### config.mk
export PLATFORM = sky130hd
export DESIGN_NAME = thermistor_table_interpolator_unit
export DESIGN_NICKNAME = d
export VERILOG_FILES = /design/src/rtl/core/tti_pkg.sv /design/src/rtl/core/thermistor_table_interpolator_unit.sv /design/src/rtl/core/tti_ram.sv /design/src/rtl/core/tti_div.sv
export SDC_FILE = /design/constraint.sdc
export NUM_CORES = 2
export LEC_CHECK = 0
export BUFFER_PORTS_ARGS = -buffer_cell sky130_fd_sc_hd__buf_2
export CAP_MARGIN = 20
export CORE_MARGIN = 8
export CORE_UTILIZATION = 50
export DETAILED_ROUTE_END_ITERATION = 8
export HOLD_SLACK_MARGIN = 0.05
export PLACE_DENSITY = 0.65
export SLEW_MARGIN = 20
export SYNTH_ARGS = -nofsm -noshare
export SYNTH_HDL_FRONTEND = slang
export SYNTH_SLANG_ARGS = --single-unit
### constraint.sdc
create_clock -name clk -period 11.25 [get_ports clk]
set_input_delay 0.5625 -clock clk [delete_from_list [all_inputs] [get_ports clk]]
set_output_delay 0.5625 -clock clk [all_outputs]
set_load 0.005 [all_outputs]
### src/rtl/core/tti_pkg.sv
// Shared types, codes and helper functions of the thermistor table interpolator.
`timescale 1ns / 1ps
package tti_pkg;

  localparam int TTI_DEPTH = 64;      // default table depth
  localparam int TTI_ENTRY_W = 26;    // raw (12) over temperature (14)
  localparam int TTI_NW = 30;         // divider numerator width
  localparam int TTI_DW = 16;         // divider denominator width

  // floor(n / 125) = (n * TTI_RECIP_125) >> TTI_RECIP_SH for every n below 2^21
  localparam logic [21:0] TTI_RECIP_125 = 22'd2147484;
  localparam int TTI_RECIP_SH = 28;

  typedef enum logic [1:0] {
    CMD_LOAD = 2'd0,
    CMD_CONV = 2'd1,
    CMD_SETP = 2'd2,
    CMD_NONE = 2'd3
  } cmd_t;

  typedef enum logic [1:0] {
    STAT_CONV    = 2'd0,
    STAT_UNKNOWN = 2'd1,
    STAT_LOADED  = 2'd2
  } stat_t;

  localparam logic [2:0] MODE_NTC = 3'd0;
  localparam logic [2:0] MODE_PTC = 3'd1;
  localparam logic [2:0] MODE_AMP5 = 3'd2;
  localparam logic [2:0] MODE_AMP10 = 3'd3;
  localparam logic [2:0] MODE_DIG = 3'd4;

  localparam logic [1:0] REG_MODE = 2'd0;
  localparam logic [1:0] REG_COUNT = 2'd1;
  localparam logic [1:0] REG_REDUCE = 2'd2;

  typedef enum logic [1:0] {
    SQ_IDLE,
    SQ_WALK,
    SQ_DIV,
    SQ_DONE
  } seq_t;

  function automatic logic signed [14:0] sat_q4(input logic signed [31:0] v);
    if (v > 32'sd16383) return 15'sd16383;
    else if (v < -32'sd16384) return -15'sd16384;
    else return v[14:0];
  endfunction

  function automatic logic [11:0] sat_raw(input logic signed [31:0] v);
    if (v > 32'sd4095) return 12'd4095;
    else if (v < 32'sd0) return 12'd0;
    else return v[11:0];
  endfunction

endpackage

### src/rtl/core/thermistor_table_interpolator_unit.sv
// Top level of the thermistor table interpolator: table store, walk sequencer, result registers.
`timescale 1ns / 1ps
// Converts between raw sensor readings and temperatures through a loaded table of
// (raw, temperature) pairs, or through fixed scales for amplifier and digital sensors.
// Each input transaction yields exactly one result transaction carrying the stored raw
// reading, temperature (Q.4 degrees), setpoint and a status code. A table conversion
// walks the table one entry per cycle through the registered read port of the table
// RAM, then passes through the bit-serial divider when an interpolation is needed.
// Scale conversions, amplifier setpoints included, need no walk and no division: the
// amplifier setpoint drops the power-of-two part of the scale and divides the rest by
// 125 through a reciprocal multiplication. The user must see that configuration is
// written only while idle; the block itself does not enforce it. The table holds no
// reset value: entries read before being loaded give undefined results.
module thermistor_table_interpolator_unit
  import tti_pkg::*;
#(
  parameter int TABLE_DEPTH = TTI_DEPTH
) (
  input  logic               clk,
  input  logic               rst,
  input  logic               cfg_we,
  input  logic [1:0]         cfg_index,
  input  logic [6:0]         cfg_data,
  input  logic               in_valid,
  output logic               in_ready,
  input  logic [1:0]         command,
  input  logic [5:0]         entry_index,
  input  logic [11:0]        entry_raw,
  input  logic signed [13:0] entry_temp,
  input  logic [11:0]        sample,
  input  logic signed [13:0] target_temp,
  output logic               out_valid,
  input  logic               out_ready,
  output logic [11:0]        raw_reading,
  output logic signed [14:0] temperature_q4,
  output logic [11:0]        setpoint_raw,
  output logic [1:0]         status
);
  localparam int IW = $clog2(TABLE_DEPTH);

  // configuration
  logic [2:0] sensor_mode;
  logic [6:0] entry_count;
  logic [1:0] reduce_bits;

  always_ff @(posedge clk) begin
    if (rst) begin
      sensor_mode <= 3'd5;
      entry_count <= 7'd2;
      reduce_bits <= 2'd0;
    end else if (cfg_we) begin
      unique case (cfg_index)
        REG_MODE:   sensor_mode <= cfg_data[2:0];
        REG_COUNT:  entry_count <= cfg_data;
        REG_REDUCE: reduce_bits <= cfg_data[1:0];
        default: ;
      endcase
    end
  end

  // derived settings
  logic [1:0]  red;
  logic [11:0] full;
  logic [3:0]  scale_sh;
  logic        known;
  logic [IW-1:0] n_last;
  int          n_int;

  assign red = (reduce_bits == 2'd3) ? 2'd2 : reduce_bits;
  assign full = 12'd1023 << (2'd2 - red);
  assign scale_sh = 4'd12 - 4'(red);
  assign known = sensor_mode <= MODE_DIG;

  always_comb begin
    n_int = int'(entry_count);
    if (n_int < 2) n_int = 2;
    if (n_int > TABLE_DEPTH) n_int = TABLE_DEPTH;
  end
  assign n_last = IW'(n_int - 1);

  // state
  seq_t seq, seq_next;
  cmd_t cmd_in, cmd_q;
  logic [11:0] x_q;
  logic signed [13:0] tgt_q;
  logic [IW-1:0] k;
  logic [11:0] r0;
  logic signed [13:0] t0;
  logic signed [15:0] base_q;
  logic [1:0] stat_q;
  logic [11:0] last_raw;
  logic signed [14:0] last_temperature;
  logic [11:0] last_setpoint;

  logic accept;
  assign cmd_in = cmd_t'(command);
  assign accept = in_valid && in_ready;

  // table RAM
  logic ram_we;
  logic [IW-1:0] ram_raddr;
  logic [TTI_ENTRY_W-1:0] ram_rdata;

  tti_ram #(.WIDTH(TTI_ENTRY_W), .DEPTH(TABLE_DEPTH)) u_table (
    .clk(clk),
    .we(ram_we),
    .waddr(IW'(entry_index)),
    .wdata({entry_raw, entry_temp}),
    .raddr(ram_raddr),
    .rdata(ram_rdata)
  );

  // current entry and interpolation terms
  logic [11:0] cur_raw;
  logic signed [13:0] cur_temp;
  logic fwd, ntc, hit;
  logic signed [12:0] dx, dr, dr_inv;
  logic signed [14:0] dt, dtt, dd;
  logic signed [27:0] p_fwd, p_inv;
  logic signed [TTI_NW-1:0] walk_num;
  logic signed [TTI_DW-1:0] walk_den;
  logic signed [15:0] walk_base, end_base;

  assign cur_raw = ram_rdata[25:14];
  assign cur_temp = ram_rdata[13:0];
  assign fwd = cmd_q == CMD_CONV;
  assign ntc = sensor_mode == MODE_NTC;
  assign hit = fwd ? (cur_raw > x_q) : (ntc ? (cur_temp < tgt_q) : (cur_temp > tgt_q));

  assign dx = $signed({1'b0, x_q}) - $signed({1'b0, r0});
  assign dr = $signed({1'b0, cur_raw}) - $signed({1'b0, r0});
  assign dt = 15'(cur_temp) - 15'(t0);
  assign dtt = 15'(t0) - 15'(tgt_q);
  assign dr_inv = $signed({1'b0, r0}) - $signed({1'b0, cur_raw});
  assign dd = 15'(t0) - 15'(cur_temp);
  assign p_fwd = 28'(dx) * 28'(dt);
  assign p_inv = 28'(dtt) * 28'(dr_inv);
  assign walk_num = fwd ? TTI_NW'(p_fwd) <<< 1 : TTI_NW'(p_inv);
  assign walk_den = fwd ? TTI_DW'(dr) : TTI_DW'(dd);

  // base value from the held pair, and from the current one when the walk runs out
  assign walk_base = fwd ? 16'(t0) <<< 1 :
                     (ntc ? $signed({4'd0, full}) - $signed({4'd0, r0})
                          : $signed({4'd0, r0}));
  assign end_base = fwd ? 16'(cur_temp) <<< 1 :
                    (ntc ? $signed({4'd0, full}) - $signed({4'd0, cur_raw})
                         : $signed({4'd0, cur_raw}));

  // direct conversions at acceptance
  logic [11:0] x_in;
  logic signed [13:0] ntc_raw;
  logic [25:0] amp_p;
  logic signed [13:0] dig_sp;
  logic [2:0]  amp_sh;
  logic [20:0] amp_n;
  logic [42:0] amp_prod;
  logic [14:0] amp_q;
  logic [11:0] amp_sp;

  assign x_in = sample >> red;
  assign ntc_raw = $signed({2'b0, full}) - $signed({2'b0, x_in});
  assign amp_p = 26'(x_in) * ((sensor_mode == MODE_AMP5) ? 26'd16000 : 26'd8000);
  assign dig_sp = (target_temp + $signed({13'd0, target_temp[13]})) >>> 1;

  // amplifier setpoint: T * 2^(12-R) / (2^6 * 125) or / (2^5 * 125); a negative
  // target truncates to zero or below and so saturates to 0
  assign amp_sh = ((sensor_mode == MODE_AMP5) ? 3'd6 : 3'd7) - 3'(red);
  assign amp_n = 21'(target_temp[12:0]) << amp_sh;
  assign amp_prod = 43'(amp_n) * 43'(TTI_RECIP_125);
  assign amp_q = amp_prod[TTI_RECIP_SH +: 15];
  assign amp_sp = target_temp[13] ? 12'd0 :
                  ((amp_q > 15'd4095) ? 12'd4095 : amp_q[11:0]);

  // divider
  logic div_start, div_done;
  logic signed [TTI_NW-1:0] div_num, div_quo;
  logic signed [TTI_DW-1:0] div_den;

  tti_div u_div (
    .clk(clk),
    .rst(rst),
    .start(div_start),
    .num(div_num),
    .den(div_den),
    .done(div_done),
    .quo(div_quo)
  );

  // next state
  always_comb begin
    seq_next = seq;
    unique case (seq)
      SQ_IDLE: begin
        if (in_valid) begin
          seq_next = SQ_DONE;
          if (known && (sensor_mode <= MODE_PTC) &&
              (cmd_in == CMD_CONV || cmd_in == CMD_SETP)) seq_next = SQ_WALK;
        end
      end
      SQ_WALK: begin
        if (k != '0) begin
          if (hit) seq_next = (walk_den == '0) ? SQ_DONE : SQ_DIV;
          else if (k == n_last) seq_next = SQ_DONE;
        end
      end
      SQ_DIV: if (div_done) seq_next = SQ_DONE;
      SQ_DONE: if (!out_valid || out_ready) seq_next = SQ_IDLE;
      default: seq_next = SQ_IDLE;
    endcase
  end

  // control outputs
  logic commit;
  logic signed [31:0] commit_val;

  always_comb begin
    in_ready = 1'b0;
    ram_we = 1'b0;
    ram_raddr = '0;
    div_start = 1'b0;
    div_num = walk_num;
    div_den = walk_den;
    commit = 1'b0;
    commit_val = 32'(walk_base);
    unique case (seq)
      SQ_IDLE: begin
        in_ready = 1'b1;
        ram_we = in_valid && cmd_in == CMD_LOAD && (int'(entry_index) < TABLE_DEPTH);
      end
      SQ_WALK: begin
        ram_raddr = IW'(k + 1'b1);
        if (k != '0) begin
          if (hit) begin
            div_start = walk_den != '0;
            commit = walk_den == '0;
          end else if (k == n_last) begin
            commit = 1'b1;
            commit_val = 32'(end_base);
          end
        end
      end
      SQ_DIV: begin
        commit = div_done;
        commit_val = 32'(base_q) + 32'(div_quo);
      end
      SQ_DONE: ;
      default: ;
    endcase
  end

  // datapath registers
  always_ff @(posedge clk) begin
    if (rst) begin
      seq <= SQ_IDLE;
      out_valid <= 1'b0;
      last_raw <= '0;
      last_temperature <= '0;
      last_setpoint <= '0;
    end else begin
      seq <= seq_next;

      if (accept) begin
        cmd_q <= cmd_in;
        x_q <= x_in;
        tgt_q <= target_temp;
        k <= '0;
        base_q <= '0;
        priority case (cmd_in)
          CMD_LOAD: stat_q <= STAT_LOADED;
          CMD_CONV: begin
            if (!known) begin
              last_raw <= 12'd4095;
              stat_q <= STAT_UNKNOWN;
            end else begin
              stat_q <= STAT_CONV;
              unique case (sensor_mode)
                MODE_NTC: last_raw <= ntc_raw[13] ? 12'd0 : ntc_raw[11:0];
                MODE_PTC: last_raw <= x_in;
                MODE_AMP5, MODE_AMP10: begin
                  last_raw <= x_in;
                  last_temperature <= $signed(15'(amp_p >> scale_sh));
                end
                default: begin
                  last_raw <= sample;
                  last_temperature <= $signed({1'b0, sample, 2'b00});
                end
              endcase
            end
          end
          CMD_SETP: begin
            if (!known) begin
              stat_q <= STAT_UNKNOWN;
            end else begin
              stat_q <= STAT_CONV;
              if (sensor_mode == MODE_DIG) last_setpoint <= sat_raw(32'(dig_sp));
              else if (sensor_mode == MODE_AMP5 || sensor_mode == MODE_AMP10)
                last_setpoint <= amp_sp;
            end
          end
          default: stat_q <= STAT_CONV;
        endcase
      end

      if (seq == SQ_WALK) begin
        k <= k + 1'b1;
        if (k == '0 || !hit) begin
          r0 <= cur_raw;
          t0 <= cur_temp;
        end else begin
          base_q <= walk_base;
        end
      end

      if (commit) begin
        if (fwd) last_temperature <= sat_q4(commit_val);
        else last_setpoint <= sat_raw(commit_val);
      end

      if (seq == SQ_DONE && (!out_valid || out_ready)) begin
        out_valid <= 1'b1;
        raw_reading <= last_raw;
        temperature_q4 <= last_temperature;
        setpoint_raw <= last_setpoint;
        status <= stat_q;
      end else if (out_valid && out_ready) begin
        out_valid <= 1'b0;
      end
    end
  end

  a_ram_write_on_accept: assert property (@(posedge clk) disable iff (rst)
    ram_we |-> accept) else $error("table written outside an accepted load");
  a_div_done_in_div: assert property (@(posedge clk) disable iff (rst)
    div_done |-> seq == SQ_DIV) else $error("quotient arrived outside divide phase");
  a_done_delivers: assert property (@(posedge clk) disable iff (rst)
    (seq == SQ_DONE && !out_valid) |=> out_valid) else $error("result not presented");
endmodule

### src/rtl/core/tti_ram.sv
// Generic single-port-write, single-port-read RAM with registered read data.
`timescale 1ns / 1ps
module tti_ram #(
  parameter int WIDTH = 8,
  parameter int DEPTH = 16
) (
  input  logic                     clk,
  input  logic                     we,
  input  logic [$clog2(DEPTH)-1:0] waddr,
  input  logic [WIDTH-1:0]         wdata,
  input  logic [$clog2(DEPTH)-1:0] raddr,
  output logic [WIDTH-1:0]         rdata
);
  logic [WIDTH-1:0] mem [DEPTH];

  always_ff @(posedge clk) begin
    if (we) begin
      mem[waddr] <= wdata;
    end
    rdata <= mem[raddr];
  end
endmodule

### src/rtl/core/tti_div.sv
// Iterative signed divider, one quotient bit per cycle, truncating toward zero.
`timescale 1ns / 1ps
module tti_div
  import tti_pkg::*;
(
  input  logic                     clk,
  input  logic                     rst,
  input  logic                     start,
  input  logic signed [TTI_NW-1:0] num,
  input  logic signed [TTI_DW-1:0] den,
  output logic                     done,
  output logic signed [TTI_NW-1:0] quo
);
  localparam int CW = $clog2(TTI_NW + 1);

  logic [TTI_NW-1:0] acc;
  logic [TTI_DW-1:0] dmag;
  logic [TTI_DW:0]   rem;
  logic              neg;
  logic              busy;
  logic [CW-1:0]     cnt;
  logic [TTI_DW:0]   rem_sh;
  logic              fits;

  assign rem_sh = {rem[TTI_DW-1:0], acc[TTI_NW-1]};
  assign fits = rem_sh >= {1'b0, dmag};
  assign quo = neg ? -$signed(acc) : $signed(acc);

  always_ff @(posedge clk) begin
    if (rst) begin
      busy <= 1'b0;
      done <= 1'b0;
      cnt <= '0;
    end else begin
      done <= !start && busy && (cnt == CW'(TTI_NW - 1));
      if (start) begin
        busy <= 1'b1;
        cnt <= '0;
        acc <= num[TTI_NW-1] ? TTI_NW'(-num) : num;
        dmag <= den[TTI_DW-1] ? TTI_DW'(-den) : den;
        rem <= '0;
        neg <= num[TTI_NW-1] ^ den[TTI_DW-1];
      end else if (busy) begin
        rem <= fits ? rem_sh - {1'b0, dmag} : rem_sh;
        acc <= {acc[TTI_NW-2:0], fits};
        cnt <= cnt + 1'b1;
        if (cnt == CW'(TTI_NW - 1)) begin
          busy <= 1'b0;
        end
      end
    end
  end

  a_done_after_busy: assert property (@(posedge clk) disable iff (rst)
    done |-> $past(busy)) else $error("divider done without a running division");
  a_no_restart: assert property (@(posedge clk) disable iff (rst)
    start |=> busy) else $error("divider failed to start");
  a_done_ends: assert property (@(posedge clk) disable iff (rst)
    done |-> !busy) else $error("divider still busy at done");
endmodule

Word level (Yosys, flattened, before mapping)
Memory sizes are Yosys's and may differ from the RTL's. A register that Yosys moved wholly into a read port is not among the register bits.
Index checks and enable logic that the tools add are counted.
{ "word_totals": {"ram_bits": 1664, "n_memories": 1, "register_bits": 243, "out_inout_bits": 43, "word_cells": 218, "latch_bits": 0, "mem_bits_ro": 0} }
{ "classes": {"addsub": 21, "shift": 4, "n_bitwise": 2, "reduce_logical": 42, "eq_ne": 20, "n_lt_le_gt_ge": 15, "muxes": 81, "div": 0, "n_mul": 4} }
{ "mem_list": {"columns": ["name", "words", "word_bits", "rd", "rd_ports_with_merged_regs", "wr", "line_no", "source"], "rows": [
  ["u_table.mem", 64, 26, 1, 1, 1, "tti_ram.sv:14", "logic [WIDTH-1:0] mem [DEPTH];"]
]} }
{ "op_table": {"columns": ["operator", "n"], "rows": [
  ["12-bit 2-to-1 mux", 15],
  ["16-bit 2-to-1 mux", 10],
  ["30-bit 2-to-1 mux", 5],
  ["15-bit 2-to-1 mux", 8],
  ["32-bit 2-to-1 mux", 3],
  ["12-bit by 12-bit subtractor with 13-bit output", 6],
  ["32-bit one-hot mux with 2 select lines", 1],
  ["30-bit negator", 2],
  ["14-bit by 14-bit subtractor with 15-bit output", 3],
  ["21-bit by 20-bit multiplier with 41-bit output, second input constant", 1],
  ["32-bit by 13-bit greater-than comparator with 1-bit output, second input constant", 1],
  ["32-bit by 15-bit greater-than comparator with 1-bit output, second input constant", 1],
  ["32-bit by 1-bit < comparator with 1-bit output, second input constant", 1],
  ["32-bit by 15-bit < comparator with 1-bit output, second input constant", 1],
  ["16-bit by 30-bit adder with 31-bit output", 1],
  ["15-bit one-hot mux with 2 select lines", 1],
  ["13-bit by 15-bit multiplier with 28-bit output", 1],
  ["15-bit by 13-bit multiplier with 28-bit output", 1],
  ["12-bit by 14-bit multiplier with 26-bit output", 1],
  ["26-bit by 4-bit right shift with 15-bit output", 1],
  ["6-bit 2-to-1 mux", 4],
  ["12-bit one-hot mux with 2 select lines", 1],
  ["13-bit by 3-bit left shift with 21-bit output", 1],
  ["1-bit 2-to-1 mux", 20],
  ["other kinds (55)", 99]
]} }

Longest topological paths before layout
{ "depth": {"ltp_word": 16, "ltp_mapped": 41} }

Hierarchy
From an unflattened synthesis, not the netlist that was laid out.
{ "hier_totals": {"cells_unflattened": 7695, "hier_area_um2": 107544.4} }
{ "by_module_without_submodules": {"columns": ["module", "area_each_um2", "cells_per_inst", "instances"], "rows": [
  ["tti_ram", 64002.6, 2739, 1],
  ["thermistor_table_interpolator_unit", 38368.0, 4402, 1],
  ["tti_div", 5173.7, 554, 1]
]} }

Least setup slack after synthesis
Ideal clock, no wire load.
{ "synth_timing": {"path_kind": "register -> register", "start": "register t0[0]", "end": "register u_div.acc[27] (data pin)", "n_path_buf": 3, "path_stages_with_launch": 40, "required_time_ns": 11.115, "slack_ns": 1.727, "arrival_time_ns": 9.387, "period_less_slack_ns": 9.523, "cell_sequence": "edfxtp_1 -> inv_1 -> ha_1 -> inv_1 -> fa_1 -> a21o_1 -> a21oi_2 -> o21bai_1 -> a21oi_1 -> o21bai_1 -> a21oi_1 -> nor2b_1 -> o21a_1 -> o41ai_1 -> o221ai_1 -> clkbuf_1 -> nand2b_1 -> fa_1 -> (+4 left out) -> fa_1 -> fa_1 -> inv_1 -> ha_1 -> ha_1 -> clkbuf_1 -> and3_1 -> clkbuf_1 -> o211a_1 -> nor3_1 -> a211o_1 -> o21a_1 -> xnor2_1 -> o21ai_0 -> nand4b_1 -> or4b_4 -> a211o_1 -> nand3_1"} }
{ "synth_via": {"elab_chain_len": 7, "elab_cells_between_ends": 14, "cone_classes": "add/sub (4); mul (2); mux (7); reduce/logical (1)"} }
{ "synth_rtl": {"columns": ["element", "line_no", "source"], "rows": [
  ["start: declaration", "thermistor_table_interpolator_unit.sv:88", "logic signed [13:0] t0;"],
  ["start signal: assignment", "thermistor_table_interpolator_unit.sv:308", "t0 <= cur_temp;"],
  ["branches (longest 6 deep; another with 30-bit negator)", null, null],
  ["30-bit 2-to-1 mux *", "tti_div.sv:36", "if (start) begin"],
  ["end signal: assignment", "tti_div.sv:39", "acc <= num[TTI_NW-1] ? TTI_NW'(-num) : num;"],
  ["end signal: assignment", "tti_div.sv:45", "acc <= {acc[TTI_NW-2:0], fits};"],
  ["end: declaration", "tti_div.sv:16", "logic [TTI_NW-1:0] acc;"]
]} }
Mark *: on every way between the ends.
A chain may end at the register's enable or synchronous reset.

Worst setup path after layout
{ "layout_timing": {"start": "register t0[1]", "end": "register u_div.acc[27] (data pin)"} }
The elaborated chain is that of the path after synthesis.

==> metrics.yaml <==
status: "complete, no violations"
netlist_instances: 9598
drtPass1Iterations: 6
clkTransAtPathRegs_ns: 0.06
worst_setup_path_start_kind: "flop"
start_util: 0.502
setup_tns_ns: 0
fin_nets: 10700
vias: 76500
crit_fanout: 8
setup_viol: 0
finalHoldViolCount: 0
nFillCells: 18300
numCtsBuffers: 192
r2r_cells: 34
period_share: 0.930
die_width_um: 485
cp_num_buf_inv: 4
async_reset_ff_frac: 0
first_global_vias: 75300
wl_per_cell_um: 25.2
yosys_warnings: 0
port_buffers: 116
dp_hpwl_um: 210000
grt_overflow: 0
drt-initial-drc-count: 7723
antenna_left: 0
grt_max_degree: 176
hold_class: "in2reg"
fin_area_um2: 120000
clockRootBuffer: "clkbuf_16"
crit_path_top_delay_cell: "xor2_1"
final.min_clock_period_ns: 10.46
min_path_cells: 3
rows: 172
crit_start: "t0[1]$_DFFE_PP_"
rsz0062_at_grt: "no"
reg2reg_to: "u_div.acc[27]$_DFFE_PP_"
synth_edf_count: 1846
cts.sinks: 1933
place_area_um2: 114000
layout-drive-gt1-share: 0.0754
cp_top_family: "adder cells"
cpMostUsedCell: "fa_1"
cpPeakStageDelay_ns: 0.64
reg2reg_from: "t0[1]$_DFFE_PP_"
synth_area_per_cell_um2: 11.5
groute.usage.overall: 0.261
ios: 117
regToRegSetupSlack_ns: 0.79
antenna_found_initial: 22
synthFlopType: "edfxtp_1"
critPathArrivalTime_ns: 11.11
fin_worst_skew_ns: 0.0835
hold_path_startpoint: "cfg_data[6]"
drc: 0
ys_ff_latch: 1933
worst_slew_pin_slew_ns: 1.16
core_um2: 219000
synthDistinctLibCells: 100
cts_tree: "built"
pre_cts_ws_ns: 0.779
die_area_um2: 235000
required_ns: 11.90
report.final.slew_viol_count: 0
clk_latency_ns: 0.86
routed_wl_um: 318000
ys_seq_area_frac: 0.520
grt_pass1_wl_um: 474000
gp_congestion: 0.968
synthesis.area_um2: 110000
final.setup.worst_slack_ns: 0.792
post_cts_buffers: 0
maxCapViolations: 0
htreeDepth: 4
fmax_ghz: 0.0956
area_delta_synth_final_pct: 9.37
vias_per_cell: 6.06
relSlewSlack: 0.220
fp.dieH_um: 485
cts_buffer_depth: 3
hold_path_end: "entry_count[6]$_SDFFE_PP0P_"
critPathKind: "reg2reg"
critPathCaptureType: "flop"
[worst max-delay path by stage]
stage	depth (start not counted)	slack (ns)	to
after CTS	36	0.74	u_div.acc[27]$_DFFE_PP_
after detailed placement	36	0.78	u_div.acc[27]$_DFFE_PP_
after floorplan	39	1.73	u_div.acc[27]$_DFFE_PP_
after global placement	36	0.91	u_div.acc[27]$_DFFE_PP_
final	34	0.79	u_div.acc[27]$_DFFE_PP_
after global routing	34	0.20	u_div.acc[27]$_DFFE_PP_
[layout by cell type, fill, tap and decap left out, types with 49 or more instances in the layout]
cell type | synthesis | routed
nor2b_1 | 85 | 83
inv_1 | 806 | 805
nor2_1 | 437 | 373
o21ai_0 | 643 | 643
buf_4 | 1 | 185
edfxtp_1 | 1846 | 1846
dfxtp_1 | 87 | 87
nor3_1 | 114 | 113
buf_2 | 20 | 116
xnor2_1 | 205 | 202
mux2i_1 | 265 | 264
nand2b_1 | 66 | 64
a21o_1 | 81 | 81
ha_1 | 550 | 550
nand3_1 | 300 | 299
clkbuf_16 | 0 | 194
clkinv_1 | 3 | 50
xor2_1 | 78 | 76
fa_1 | 514 | 514
a31oi_1 | 76 | 76
clkbuf_1 | 454 | 50
a311oi_1 | 297 | 296
a211oi_1 | 49 | 49
and3_1 | 131 | 131
o211ai_1 | 239 | 239
nand2_1 | 1320 | 1317
a21oi_1 | 298 | 296
[cell families (layout without fill, tap and decap cells)]
group | after synthesis | count (layout) | synth area share
muxes | 283 | 283 | 0.0261
xor gates and xnor gates | 283 | 283 | 0.0225
AOI/OAI and AO/OA | 1989 | 1989 | 0.119
buffers and inverters | 1350 | 1486 | 0.0464
and+or+nand+nor | 2694 | 2694 | 0.110
DFF | 1933 | 1933 | 0.520
adders and majority gates | 1064 | 1064 | 0.156
other | 2 | 19 | 0.0000683
[registers in the layout, summed over array words and instances (netlist names), 12 cells and up]
signal            count
last_setpoint        12
setpoint_raw         12
raw_reading          12
u_table.mem        1664
u_table.rdata        26
base_q               16
u_div.acc            30
temperature_q4       15
last_temperature     15
t0                   14
u_div.rem            16
tgt_q                14
x_q                  12
r0                   12
last_raw             12
u_div.dmag           16
[worst reg2reg max path, delay by kind of cell (launching register included)]
family	cells	cell delay (ns)
compound gates	13	3.44
xor+xnor	2	0.79
fa+ha+maj	8	3.68
buf+inv	4	0.29
flops	1	0.49
mux	1	0.23
simple gates	6	1.41
[repair_timing]
action / CTS / global route
hold endpoints to repair: 14 / 0
hold buffers: 14 / 0
resized for setup: 0 / 1
setup endpoints to repair: 0 / 1
[per-stage QoR]
| step | hold slack, ns | utilization | instances |
|---|---|---|---|
| 5_1_grt | 0.0760 | 0.549 | 12600 |
| 3_5_place_dp | 0.405 | 0.520 | 12200 |
| 6_report | 0.0806 | 0.549 | 12600 |
| 2_1_floorplan | 0.400 | - | 9604 |
| 4_1_cts | 0.0587 | 0.548 | 12600 |
| 3_3_place_gp | 0.415 | 0.520 | 12200 |
[synth_stat cells, types with 61 or more instances]
master	instances	area share
a31oi_1	76	0.0043
xnor2_1	205	0.016
fa_1	514	0.094
a311oi_1	297	0.024
a21o_1	81	0.0055
nand2b_1	66	0.0038
mux2i_1	265	0.024
nor2b_1	85	0.0048
inv_1	806	0.027
edfxtp_1	1846	0.50
clkbuf_1	454	0.015
nor2_1	437	0.015
o21ai_0	643	0.029
ha_1	550	0.063
nor3_1	114	0.0052
and3_1	131	0.0074
xor2_1	78	0.0062
o211ai_1	239	0.016
a21oi_1	298	0.014
nand2_1	1320	0.045
nand3_1	300	0.014
buf_1	61	0.0021
dfxtp_1	87	0.016
[layer usage]
layer / vias up / part of all wire / GRT usage
met1: 38300 / 0.41 / 0.347
met2: 2998 / 0.48 / 0.434
met4: 14 / 0.042 / 0.0991
li1: 34600 / - / -
met5: - / 0.00027 / 0
met3: 636 / 0.072 / 0.0419
[layout make-up]
| cell class | instances | area (µm²) | area share |
|---|---|---|---|
| Clock buffer | 246 | 5070 | 0.0421 |
| Clock inverter | 102 | 858 | 0.00713 |
| Antenna cell | 11 | 27.5 | 0.000229 |
| Sequential cell | 1933 | 57200 | 0.475 |
| Inverter | 812 | 3070 | 0.0255 |
| Multi-Input combinational cell | 6321 | 48200 | 0.400 |
| Timing Repair Buffer | 326 | 2340 | 0.0195 |
| Tap cell | 2871 | 3590 | 0.0299 |
Power is not shown: default switching activity piles up to over one toggle a cycle in this logic, so the estimate is an artifact.
